===== src/sv/trsp_pkg.sv =====
// Shared types, constants and index helpers for the tetrahedron rest-shape precompute block.
`default_nettype none
package trsp_pkg;

    // Result status codes.
    typedef enum logic [1:0] {
        ST_OK   = 2'd0,
        ST_NEG  = 2'd1,
        ST_ZERO = 2'd2
    } status_t;

    // Multiplier digit size: bits of the second operand consumed per cycle.
    localparam int DIG_BITS = 8;

    // Quotient lengths of the divider: the volume needs 64 bits, a gradient 32.
    localparam int QB_LONG  = 64;
    localparam int QB_SHORT = 32;

    typedef struct packed {
        logic busy;
        logic done;
    } unit_sts_t;

    typedef struct packed {
        logic start;
        logic long_q;
    } div_ctl_t;

    // Next index modulo three.
    function automatic logic [1:0] mod3_inc(input logic [1:0] v);
        logic [1:0] r;
        begin
            case (v)
                2'd0: r = 2'd1;
                2'd1: r = 2'd2;
                default: r = 2'd0;
            endcase
            return r;
        end
    endfunction

    // Flat index of a 3x3 matrix entry, row-major.
    function automatic logic [3:0] idx3(input logic [1:0] r, input logic [1:0] c);
        begin
            return {2'b00, r} * 4'd3 + {2'b00, c};
        end
    endfunction

endpackage
`default_nettype wire


===== src/sv/trsp_mul_unit.sv =====
// Digit-serial signed multiplier: eight bits of the second operand per cycle.
`default_nettype none
module trsp_mul_unit #(
    parameter int A_WIDTH = 67,
    parameter int B_WIDTH = 33
) (
    input  wire                        aclk,
    input  wire                        aresetn,
    input  wire                        start,
    input  wire signed [A_WIDTH-1:0]   a,
    input  wire signed [B_WIDTH-1:0]   b,
    output trsp_pkg::unit_sts_t        sts,
    output logic [A_WIDTH + (B_WIDTH + trsp_pkg::DIG_BITS - 1) / trsp_pkg::DIG_BITS
                  * trsp_pkg::DIG_BITS - 1:0] prod
);
    import trsp_pkg::*;

    localparam int ND   = (B_WIDTH + DIG_BITS - 1) / DIG_BITS;
    localparam int PADW = ND * DIG_BITS;
    localparam int PW   = A_WIDTH + PADW;
    localparam int NW   = $clog2(ND + 1);
    localparam int PPW  = A_WIDTH + DIG_BITS;

    logic [A_WIDTH-1:0]  ma_reg;
    logic [PADW-1:0]     mb_reg;
    logic [PW-1:0]       acc_reg;
    logic                neg_reg;
    logic [NW-1:0]       cnt_reg;
    logic                busy_reg;
    logic                done_reg;

    logic [A_WIDTH-1:0]  a_mag;
    logic [B_WIDTH-1:0]  b_mag;
    logic [DIG_BITS-1:0] digit;
    logic [PPW-1:0]      pp;

    assign a_mag = a[A_WIDTH-1] ? A_WIDTH'(-a) : A_WIDTH'(a);
    assign b_mag = b[B_WIDTH-1] ? B_WIDTH'(-b) : B_WIDTH'(b);
    assign digit = mb_reg[PADW-1 -: DIG_BITS];
    assign pp    = PPW'(ma_reg) * PPW'(digit);

    always_ff @(posedge aclk) begin
        if (!aresetn) begin
            busy_reg <= 1'b0;
            done_reg <= 1'b0;
            cnt_reg  <= '0;
        end else begin
            done_reg <= 1'b0;
            if (start) begin
                ma_reg   <= a_mag;
                mb_reg   <= PADW'(b_mag);
                acc_reg  <= '0;
                neg_reg  <= a[A_WIDTH-1] ^ b[B_WIDTH-1];
                cnt_reg  <= NW'(ND);
                busy_reg <= 1'b1;
            end else if (busy_reg) begin
                if (cnt_reg != '0) begin
                    // Most significant digit first, so the sum shifts up each step.
                    acc_reg <= (acc_reg << DIG_BITS) + PW'(pp);
                    mb_reg  <= mb_reg << DIG_BITS;
                    cnt_reg <= cnt_reg - NW'(1);
                end else begin
                    busy_reg <= 1'b0;
                    done_reg <= 1'b1;
                end
            end
        end
    end

    assign prod = neg_reg ? PW'(-acc_reg) : acc_reg;

    always_comb begin
        sts.busy = busy_reg;
        sts.done = done_reg;
    end

endmodule
`default_nettype wire


===== config.mk =====
export PLATFORM = sky130hd
export DESIGN_NAME = trsp_mul_unit
export DESIGN_NICKNAME = d
export VERILOG_FILES = /design/src/sv/trsp_pkg.sv /design/src/sv/trsp_mul_unit.sv
export SDC_FILE = /design/constraint.sdc
export NUM_CORES = 2
export LEC_CHECK = 0
export BUFFER_PORTS_ARGS = -buffer_cell sky130_fd_sc_hd__buf_4
export CAP_MARGIN = 20
export CORE_ASPECT_RATIO = 0.9
export CORE_MARGIN = 1.5
export CORE_UTILIZATION = 60
export DETAILED_ROUTE_END_ITERATION = 10
export PLACE_DENSITY = 0.88
export SYNTH_ARGS = -nofsm -noshare
export SYNTH_HDL_FRONTEND = slang
export SYNTH_SLANG_ARGS = --single-unit

===== constraint.sdc =====
create_clock -name aclk -period 12.32 [get_ports aclk]
set_input_delay 1.848 -clock aclk [delete_from_list [all_inputs] [get_ports aclk]]
set_output_delay 1.848 -clock aclk [all_outputs]
set_load 0.02 [all_outputs]

==> results.rst <==
.. list-table::
   :header-rows: 1

   * - Metric
     - Value
   * - Run status
     - completed
   * - Die X-Extent
     - 246.0 um
   * - Count of antenna-violating nets left after detailed routing
     - 0
   * - Area growth from synthesis to final layout
     - 8.949%
   * - Kind of start point of the critical path
     - flip-flop
   * - Final-layout setup total negative slack
     - 0 ps
   * - Detailed Route Iter0 Violations
     - 2828
   * - Number of antenna violations at the first check in global routing
     - 1
   * - Longest Clk Path Bufs
     - 3
   * - Via count of the first global-routing pass
     - 26120
   * - Flip-flop and latch count after synthesis
     - 220
   * - Normalized max-slew margin
     - 20.18%
   * - Sequential cell area fraction in the yosys report
     - 20.56%
   * - Most common flop cell mapped by yosys
     - sky130_fd_sc_hd__edfxtp_1
   * - Setup violations, final
     - 0
   * - Cts repair resizes
     - 0
   * - Maxcap violations
     - 0
   * - Detailed placement HPWL
     - 69960 um
   * - Worst Tran Pin Value
     - 1186 ps
   * - Pins over their slew limit
     - 0
   * - Synth cell types
     - 68
   * - Number of endpoints with negative hold slack in the final report
     - 0
   * - GRT Resource Usage Total
     - 32.99%
   * - Die Span Y
     - 221.7 um
   * - Std-Cell Rows
     - 79
   * - Synth Net Count
     - 4190
   * - Clock transition at path regs
     - 60 ps
   * - Max reg flops
     - 107
   * - Total placed cells including tap cells
     - 4283
   * - Io pins
     - 212
   * - Category of the worst setup path capture point
     - flip-flop
   * - Required time at the worst-slack endpoint
     - 12740 ps
   * - Yosys warning total
     - 0
   * - Diode count
     - 0
   * - Routed length per placed instance
     - 20.53 um
   * - Pin count of the biggest net entering global routing
     - 148
   * - RSZ-0062 raised after global routing
     - false
   * - Number of buffers inserted by port buffering
     - 211
   * - Peak fanout along the critical path
     - 52
   * - Weighted congestion at the end of routability-driven global placement
     - 1.021
   * - Non-filler instance count after layout
     - 4327
   * - Router iterations before antenna repair
     - 6
   * - Clock latency on the worst-skew pair
     - 580 ps
   * - Shortest clock period the worst path allows after layout
     - 7348 ps
   * - Area of the core
     - 52090 sq um
   * - Path category of the worst min-delay check
     - reg2reg
   * - Area of the mapped netlist
     - 31890 sq um
   * - Largest clock skew in the final design
     - 15.02 ps
   * - Syn Inst Count
     - 3523
   * - Final global-route overflow total
     - 0
   * - Fraction of final layout cells with drive strength greater than 1
     - 8.574%
   * - Vias
     - 26140
   * - Post-DR vias/cell
     - 6.041
   * - Htree depth
     - 1
   * - Clock Tree Root
     - sky130_fd_sc_hd__clkbuf_16
   * - CTS tree
     - yes
   * - Number of clock sinks seen by CTS
     - 220
   * - CP Class
     - reg2reg
   * - Wire length of the first global-routing pass
     - 142000 um
   * - Tightest hold margin
     - 524.5 ps
   * - Initial Util
     - 61.22%
   * - Critical path arrival
     - 7760 ps
   * - Synthesized area per cell
     - 9.052 sq um
   * - Number of remaining DRC errors
     - 0
   * - EDFF count, synth
     - 215
   * - Die footprint
     - 54550 sq um
   * - Period utilization
     - 59.65%
   * - Total Nets Final
     - 4290
   * - Number of hold buffers added after CTS
     - 0
   * - Fraction of registers with async set or reset after synthesis
     - 0%
   * - Cts bufs inserted
     - 26
   * - Final design utilization
     - 66.70%
   * - Total setup buffers inserted after CTS
     - 0
   * - Fmax
     - 136.1 MHz
   * - Total Routed Length
     - 88840 um
cells in the mapped netlist, types with 16 or more instances:
cell type / count / share of area, %
sky130_fd_sc_hd__inv_1: 545 / 6.4
sky130_fd_sc_hd__fa_1: 456 / 29
sky130_fd_sc_hd__and2_1: 414 / 8.1
sky130_fd_sc_hd__nand2_1: 324 / 3.8
sky130_fd_sc_hd__edfxtp_1: 215 / 20
sky130_fd_sc_hd__xnor2_1: 200 / 5.5
sky130_fd_sc_hd__nor2_1: 177 / 2.1
sky130_fd_sc_hd__a21oi_1: 167 / 2.6
sky130_fd_sc_hd__clkbuf_1: 150 / 1.8
sky130_fd_sc_hd__o21ai_0: 140 / 2.2
sky130_fd_sc_hd__ha_1: 108 / 4.2
sky130_fd_sc_hd__xor2_1: 55 / 1.5
sky130_fd_sc_hd__o31ai_1: 54 / 1.3
sky130_fd_sc_hd__nand4_1: 50 / 0.98
sky130_fd_sc_hd__nor3_1: 47 / 0.74
sky130_fd_sc_hd__or3_1: 42 / 0.82
sky130_fd_sc_hd__nand3_1: 38 / 0.60
sky130_fd_sc_hd__a21o_1: 37 / 0.87
sky130_fd_sc_hd__or4_1: 33 / 0.78
sky130_fd_sc_hd__nor2b_1: 30 / 0.59
sky130_fd_sc_hd__nor4_1: 23 / 0.45
sky130_fd_sc_hd__o41ai_1: 21 / 0.58
sky130_fd_sc_hd__o21a_1: 20 / 0.47
sky130_fd_sc_hd__o21bai_1: 16 / 0.38
layout by cell type, fill, tap and decap left out, drive strengths merged, types with 55 or more instances in the layout:
cell      n
a21oi   167
and2    414
buf     228
edfxtp  215
fa      456
ha      108
inv     546
nand2   324
nor2    178
o21ai   141
xnor2   200
xor2     55
worst paths after layout:
check                   from      endpoint  slack [ps]  cells past startpoint
setup / recovery  mb_reg[37]  acc_reg[105]        4970                     19
hold / removal    cnt_reg[1]    cnt_reg[1]         520                      2
setup reg to reg  mb_reg[37]  acc_reg[105]        4970                     19
hold reg to reg   cnt_reg[1]    cnt_reg[1]         520                      2
stage by stage:
step	cell area, sq um	setup slack, ps
finish	34740	4972
global route	34740	4454
CTS	34740	5075
detailed placement	33890	5165
global placement	33890	5291
floorplan	31890	2802
area by class of cell:
type | count | area [sq um]
Clock buffer | 29 | 661.9
Clock inverter | 15 | 196.4
Fill cell | 4107 | 17350
Inverter | 545 | 2046
Multi-Input combinational cell | 2602 | 22700
Sequential cell | 220 | 6556
Tap cell | 688 | 860.8
Timing Repair Buffer | 228 | 1724
critical path: stages, from the launching register on:
cell,delay (ps)
sky130_fd_sc_hd__edfxtp_1,640
sky130_fd_sc_hd__buf_4,530
sky130_fd_sc_hd__and2_1,230
sky130_fd_sc_hd__fa_1,440
sky130_fd_sc_hd__fa_1,520
sky130_fd_sc_hd__fa_1,540
sky130_fd_sc_hd__inv_1,50
sky130_fd_sc_hd__fa_1,530
sky130_fd_sc_hd__inv_1,40
sky130_fd_sc_hd__ha_1,390
sky130_fd_sc_hd__and3_1,230
sky130_fd_sc_hd__nor4bb_1,280
sky130_fd_sc_hd__a31oi_1,110
sky130_fd_sc_hd__a21boi_0,650
sky130_fd_sc_hd__o2111ai_1,380
sky130_fd_sc_hd__a21oi_1,400
sky130_fd_sc_hd__o21ai_1,140
sky130_fd_sc_hd__buf_4,230
sky130_fd_sc_hd__or4b_2,650
sky130_fd_sc_hd__a21oi_1,180
kinds of logic (layout without fill, tap and decap cells):
logic type | Yosys count | count (layout) | share of synthesized area (%)
simple gates | 1236 | 1236 | 20.40
flops | 220 | 220 | 20.56
fa+ha+maj | 564 | 564 | 32.86
mux | 16 | 16 | 0.5610
compound gates | 531 | 531 | 10.32
xor+xnor | 255 | 255 | 7.003
buf+inv | 701 | 817 | 8.294
metal layers:
metal	share of wire [%]	track usage, %	vias to the layer above
li1	-	-	11630
met1	40	46.65	12690
met2	44	49.76	1614
met3	12	8.908	200
met4	3.4	9.816	0
met5	0	0	-
Power is not shown: default switching activity piles up to over one toggle a cycle in this logic, so the estimate is an artifact.
