===== src/sv/trsp_pkg.sv =====
// Shared types, constants and index helpers for the tetrahedron rest-shape precompute block.
`default_nettype none
package trsp_pkg;

    // Result status codes.
    typedef enum logic [1:0] {
        ST_OK   = 2'd0,
        ST_NEG  = 2'd1,
        ST_ZERO = 2'd2
    } status_t;

    // Multiplier digit size: bits of the second operand consumed per cycle.
    localparam int DIG_BITS = 8;

    // Quotient lengths of the divider: the volume needs 64 bits, a gradient 32.
    localparam int QB_LONG  = 64;
    localparam int QB_SHORT = 32;

    typedef struct packed {
        logic busy;
        logic done;
    } unit_sts_t;

    typedef struct packed {
        logic start;
        logic long_q;
    } div_ctl_t;

    // Next index modulo three.
    function automatic logic [1:0] mod3_inc(input logic [1:0] v);
        logic [1:0] r;
        begin
            case (v)
                2'd0: r = 2'd1;
                2'd1: r = 2'd2;
                default: r = 2'd0;
            endcase
            return r;
        end
    endfunction

    // Flat index of a 3x3 matrix entry, row-major.
    function automatic logic [3:0] idx3(input logic [1:0] r, input logic [1:0] c);
        begin
            return {2'b00, r} * 4'd3 + {2'b00, c};
        end
    endfunction

endpackage
`default_nettype wire


===== src/sv/trsp_div_unit.sv =====
// Restoring divider with a bounded quotient, overflow flag and round-half-up.
`default_nettype none
module trsp_div_unit #(
    parameter int W = 200
) (
    input  wire                         aclk,
    input  wire                         aresetn,
    input  wire trsp_pkg::div_ctl_t     ctl,
    input  wire [W-1:0]                 num,
    input  wire [W-1:0]                 den,
    output trsp_pkg::unit_sts_t         sts,
    output logic [trsp_pkg::QB_LONG:0]  quo,
    output logic                        ovf
);
    import trsp_pkg::*;

    localparam int NW = $clog2(QB_LONG + 1);

    typedef enum logic [1:0] {D_IDLE, D_CHK, D_STEP, D_RND} dstate_t;

    dstate_t              state_reg;
    logic [W-1:0]         rem_reg;
    logic [W-1:0]         dsh_reg;
    logic [QB_LONG-1:0]   q_reg;
    logic [NW-1:0]        cnt_reg;
    logic                 ovf_reg;
    logic [QB_LONG:0]     quo_reg;
    logic                 done_reg;

    logic [W-1:0]         d1;
    logic                 ge;

    assign d1 = dsh_reg >> 1;
    assign ge = rem_reg >= d1;

    always_ff @(posedge aclk) begin
        if (!aresetn) begin
            state_reg <= D_IDLE;
            done_reg  <= 1'b0;
        end else begin
            done_reg <= 1'b0;
            case (state_reg)
                D_IDLE: begin
                    if (ctl.start) begin
                        rem_reg   <= num;
                        dsh_reg   <= ctl.long_q ? (den << QB_LONG) : (den << QB_SHORT);
                        cnt_reg   <= ctl.long_q ? NW'(QB_LONG) : NW'(QB_SHORT);
                        q_reg     <= '0;
                        state_reg <= D_CHK;
                    end
                end
                D_CHK: begin
                    // A quotient that does not fit the chosen length is flagged.
                    ovf_reg   <= rem_reg >= dsh_reg;
                    state_reg <= D_STEP;
                end
                D_STEP: begin
                    if (ge) begin
                        rem_reg <= rem_reg - d1;
                    end
                    q_reg   <= {q_reg[QB_LONG-2:0], ge};
                    dsh_reg <= d1;
                    cnt_reg <= cnt_reg - NW'(1);
                    if (cnt_reg == NW'(1)) begin
                        state_reg <= D_RND;
                    end
                end
                D_RND: begin
                    quo_reg   <= {1'b0, q_reg} + (QB_LONG + 1)'((rem_reg << 1) >= dsh_reg);
                    done_reg  <= 1'b1;
                    state_reg <= D_IDLE;
                end
                default: state_reg <= D_IDLE;
            endcase
        end
    end

    assign quo = quo_reg;
    assign ovf = ovf_reg;

    always_comb begin
        sts.busy = (state_reg != D_IDLE);
        sts.done = done_reg;
    end

endmodule
`default_nettype wire


===== config.mk =====
export PLATFORM = sky130hd
export DESIGN_NAME = trsp_div_unit
export DESIGN_NICKNAME = d
export VERILOG_FILES = /design/src/sv/trsp_pkg.sv /design/src/sv/trsp_div_unit.sv
export SDC_FILE = /design/constraint.sdc
export NUM_CORES = 2
export LEC_CHECK = 0
export ABC_AREA = 0
export BUFFER_PORTS_ARGS = -buffer_cell sky130_fd_sc_hd__buf_2
export CAP_MARGIN = 10
export CORE_MARGIN = 3
export CORE_UTILIZATION = 30
export DETAILED_ROUTE_END_ITERATION = 7
export GPL_TIMING_DRIVEN = 1
export PLACE_DENSITY = 0.46
export SLEW_MARGIN = 20
export SYNTH_ARGS = -nofsm -noshare
export SYNTH_HDL_FRONTEND = slang
export SYNTH_SLANG_ARGS = --single-unit

===== constraint.sdc =====
create_clock -name aclk -period 45.1 [get_ports aclk]
set_input_delay 4.51 -clock aclk [delete_from_list [all_inputs] [get_ports aclk]]
set_output_delay 4.51 -clock aclk [all_outputs]
set_load 0.02 [all_outputs]

==> impl_metrics.py <==
metrics = {
    "pwr": {
        "internal_power_uw": 1620,
        "p_leak_uw": 0.0202,
        "power_frac_comb_pct": 53.8,
        "power_density_mw_per_mm2": 59.7,
        "pwr-share-clk_pct": 19.6,
        "peakVddDrop_mv": 0.0297,
        "p_seq_share_pct": 26.6,
        "switching_share_pct": 46.1,
        "p_switching_uw": 1380,
    },
    "detailed_routing": {
        "num_vias": 38300,
        "routed_wl_mm": 186,
        "firstDrtPassIters": 5,
        "viasPerCell": 5.43,
        "routedWlPerCell_microns": 26.4,
        "drtIter0Drc": 3189,
        "antenna_left": 0,
        "drc_errors": 0,
    },
    "hold_path": {
        "worstHoldEndpoint": "dsh_reg[164]",
        "hold_depth": 2,
        "hp-start": "dsh_reg[165]",
        "holdCritPathClass": "register to register",
    },
    "die": {
        "io-pin-count": 472,
        "start_util_pct": 30.3,
        "core.rowCount": 139,
        "fp.coreArea_sq_mm": 0.144,
        "fp.dieArea_sq_mm": 0.151,
        "dieHeight_microns": 388,
        "die_w_microns": 388,
    },
    "worst_setup_path": {
        "crit_path_end_kind": "register",
        "worstPathRequired_ns": 45.40,
        "timing.rr.end": "rem_reg[84]",
        "reg2reg_from": "rem_reg[45]",
        "arrival_ns": 7.46,
        "reg2reg_slack_ns": 37.95,
        "crit_path_start_kind": "primary input",
        "crit_buf_inv": 3,
        "worst_path_largest_cell_delay_ns": 0.77,
        "critical-path-slowest-cell": "buf_4",
        "worstSetupPathType": "primary input to register",
        "crit_chain": "buf_2, mux2i_1, nor2b_4, o311a_4, buf_4, buf_4",
        "critical_path.top_delay_family": "buffers and inverters",
        "crit_fanout": 59,
        "cpMostUsedCell": "buf_4",
        "rr_worst_depth": 14,
    },
    "yosys": {
        "yosysWarningCount": 0,
        "synthCells": 4743,
        "synth-edff-count": 537,
        "ys_ff_latch": 540,
        "ys_seq_area_share_pct": 37.0,
        "synthDistinctLibCells": 96,
        "ys.flop_type": "edfxtp_1",
        "async_flop_share_pct": 0,
        "synthesis.nets": 5556,
        "avgSynthCellArea_sq_um": 9.23,
        "synth.cell_area_sq_mm": 0.0438,
    },
    "sta": {
        "setup_viol": 0,
        "finalMaxSlewViolations": 0,
        "fin_setup_tns_ns": 0,
        "clock_skew_ns": 0.0558,
        "relSlewSlack_pct": 28.5,
        "rsz0062_at_grt": "no",
        "fin_ws_ns": 37.94,
        "whs_ns": 0.535,
        "hold_viol": 0,
        "max_freq_mhz": 140,
        "fin_crit_ns": 7.16,
        "worst_slew_pin_slew_ns": 1.06,
        "period_share_pct": 15.9,
    },
    "clock_network": {
        "cts.path.max_buffers": 3,
        "ctsHoldBuffers": 0,
        "post_cts.repair.setup_buffers": 0,
        "path_clk_slew_ns": 0.06,
        "cts_tree": "yes",
        "cts.htree.levels": 3,
        "clk_latency_ns": 0.72,
        "root_buffer": "clkbuf_16",
        "cts_resized": 0,
        "cts_sinks": 540,
        "cts_made_buffers": 73,
    },
    "place": {
        "dpl-instance-area_sq_mm": 0.0478,
        "portBuffers": 439,
        "place_hpwl_mm": 154,
        "dpl_worst_slack_ns": 37.11,
        "gp_congestion": 0.943,
        "placed_cells": 6897,
    },
    "global_routing": {
        "antenna_found_initial": 43,
        "grt-ovfl-total": 0,
        "grt_pass1_wl_mm": 263,
        "grt_pass1_vias": 37700,
        "track_usage_pct": 23.9,
        "grt_max_degree": 174,
    },
    "layout": {
        "layout-drive-gt1-share_pct": 15.8,
        "nets": 5882,
        "syn_to_final_growth_pct": 14.7,
        "instances_no_fill": 7046,
        "final_cell_area_sq_mm": 0.0502,
        "nFillCells": 15200,
    },
    "outcome": {
        "outcome": "complete, no violations",
    },
    "flow_run": {
        "cap_violations": 0,
    },
}
power groups by stage:
stage	Clock [uW]	Combinational [uW]	Sequential [uW]
3_3_place_gp	0	1590	804
4_1_cts	609	1600	796
5_1_grt	625	1770	808
2_1_floorplan	0	1080	814
6_report	589	1610	796
3_5_place_dp	0	1590	804
cell usage after synthesis, types with 7 or more instances:
| library cell | count | area [sq um] |
|---|---|---|
| o2111ai_1 | 12 | 105 |
| and4_1 | 13 | 114 |
| a31oi_1 | 15 | 93.8 |
| o21ai_1 | 10 | 50.1 |
| inv_1 | 285 | 1070 |
| o31ai_1 | 20 | 150 |
| nor2_1 | 291 | 1090 |
| or3_1 | 15 | 93.8 |
| and3_1 | 32 | 200 |
| nand2_1 | 486 | 1820 |
| a21o_1 | 188 | 1410 |
| and2_1 | 83 | 519 |
| a21oi_1 | 415 | 2080 |
| nand3_1 | 65 | 325 |
| o221ai_1 | 13 | 114 |
| o21a_1 | 40 | 300 |
| buf_1 | 8 | 30.0 |
| mux2_2 | 168 | 1890 |
| clkbuf_1 | 176 | 661 |
| a221oi_1 | 12 | 105 |
| nand4_1 | 185 | 1160 |
| o21bai_1 | 69 | 518 |
| buf_2 | 23 | 115 |
| or2_2 | 17 | 106 |
| a211oi_1 | 18 | 135 |
| o211ai_1 | 17 | 128 |
| nand2b_1 | 27 | 169 |
| ha_1 | 408 | 5100 |
| nand3b_1 | 7 | 52.6 |
| nor3_1 | 79 | 395 |
| a31o_2 | 7 | 61.3 |
| edfxtp_1 | 537 | 16100 |
| o21ai_0 | 415 | 2080 |
| mux2i_1 | 140 | 1400 |
| a221o_1 | 8 | 80.1 |
| xor2_1 | 86 | 753 |
| xnor2_1 | 165 | 1450 |
| nor4_1 | 24 | 150 |
| nor2b_1 | 34 | 213 |
| a21boi_0 | 13 | 97.6 |
layout make-up:
cell class / count / area, sq um / area share (%)
diodes: 16 / 40.0 / 0.0798
inverters: 287 / 1080 / 2.15
clock inverters: 37 / 440 / 0.877
multi-input cells: 3704 / 25700 / 51.3
repair buffers: 463 / 2400 / 4.78
well taps: 1903 / 2380 / 4.74
clock buffers: 96 / 1940 / 3.87
flip-flops and latches: 540 / 16200 / 32.2
cells by family after synthesis:
group	count (synthesis)	share of synthesized area (%)
fa+ha+maj	409	11.7
flops	540	37.0
xor+xnor	251	5.02
simple gates	1380	15.2
compound gates	1355	19.2
mux	309	7.56
buf+inv	499	4.38
worst max path at each step:
stage	from	endpoint	slack, ns	cells past startpoint
detailed placement	ctl[1]	rem_reg[94]	37.11	6
floorplan	ctl[1]	rem_reg[0]	21.82	3
CTS	rem_reg[45]	rem_reg[84]	37.83	14
global route	dsh_reg[39]	rem_reg[90]	37.52	16
global placement	ctl[1]	rem_reg[94]	37.16	6
finish	ctl[1]	rem_reg[84]	37.94	6
cell usage in the layout (no fill, tap or decap), types with 185 or more instances in the layout:
cell,instances
ha_1,407
o21ai_0,415
buf_2,438
nor2_1,290
edfxtp_1,537
inv_1,284
a21oi_1,415
nand4_1,185
nand2_1,486
a21o_1,188
metrics by stage:
stage | power (uW) | util, %
2_1_floorplan | 1900 | -
3_3_place_gp | 2390 | 33.1
3_5_place_dp | 2400 | 33.1
4_1_cts | 3010 | 34.8
5_1_grt | 3200 | 34.8
6_report | 3000 | 34.8
layer usage:
layer | wire length (microns) | up-vias | track usage, %
li1 | - | 18200 | -
met1 | 85400 | 18600 | 33.2
met2 | 80700 | 1210 | 36.6
met3 | 12000 | 243 | 4.52
met4 | 7860 | 8 | 8.96
met5 | 49 | - | 0
worst register-to-register path, stage by stage, from the launching register on:
cell	delay, ns
edfxtp_1	0.48
ha_1	0.58
a21oi_1	0.20
o21ai_0	0.34
a221oi_1	0.17
o21ai_0	0.38
and2_1	0.31
o211ai_1	0.20
a211oi_1	0.75
o211ai_1	0.28
nand2_1	0.38
and3_1	0.26
o311a_4	0.62
buf_4	0.76
buf_4	0.85
No activity file was read; power rests on OpenSTA's default activity.
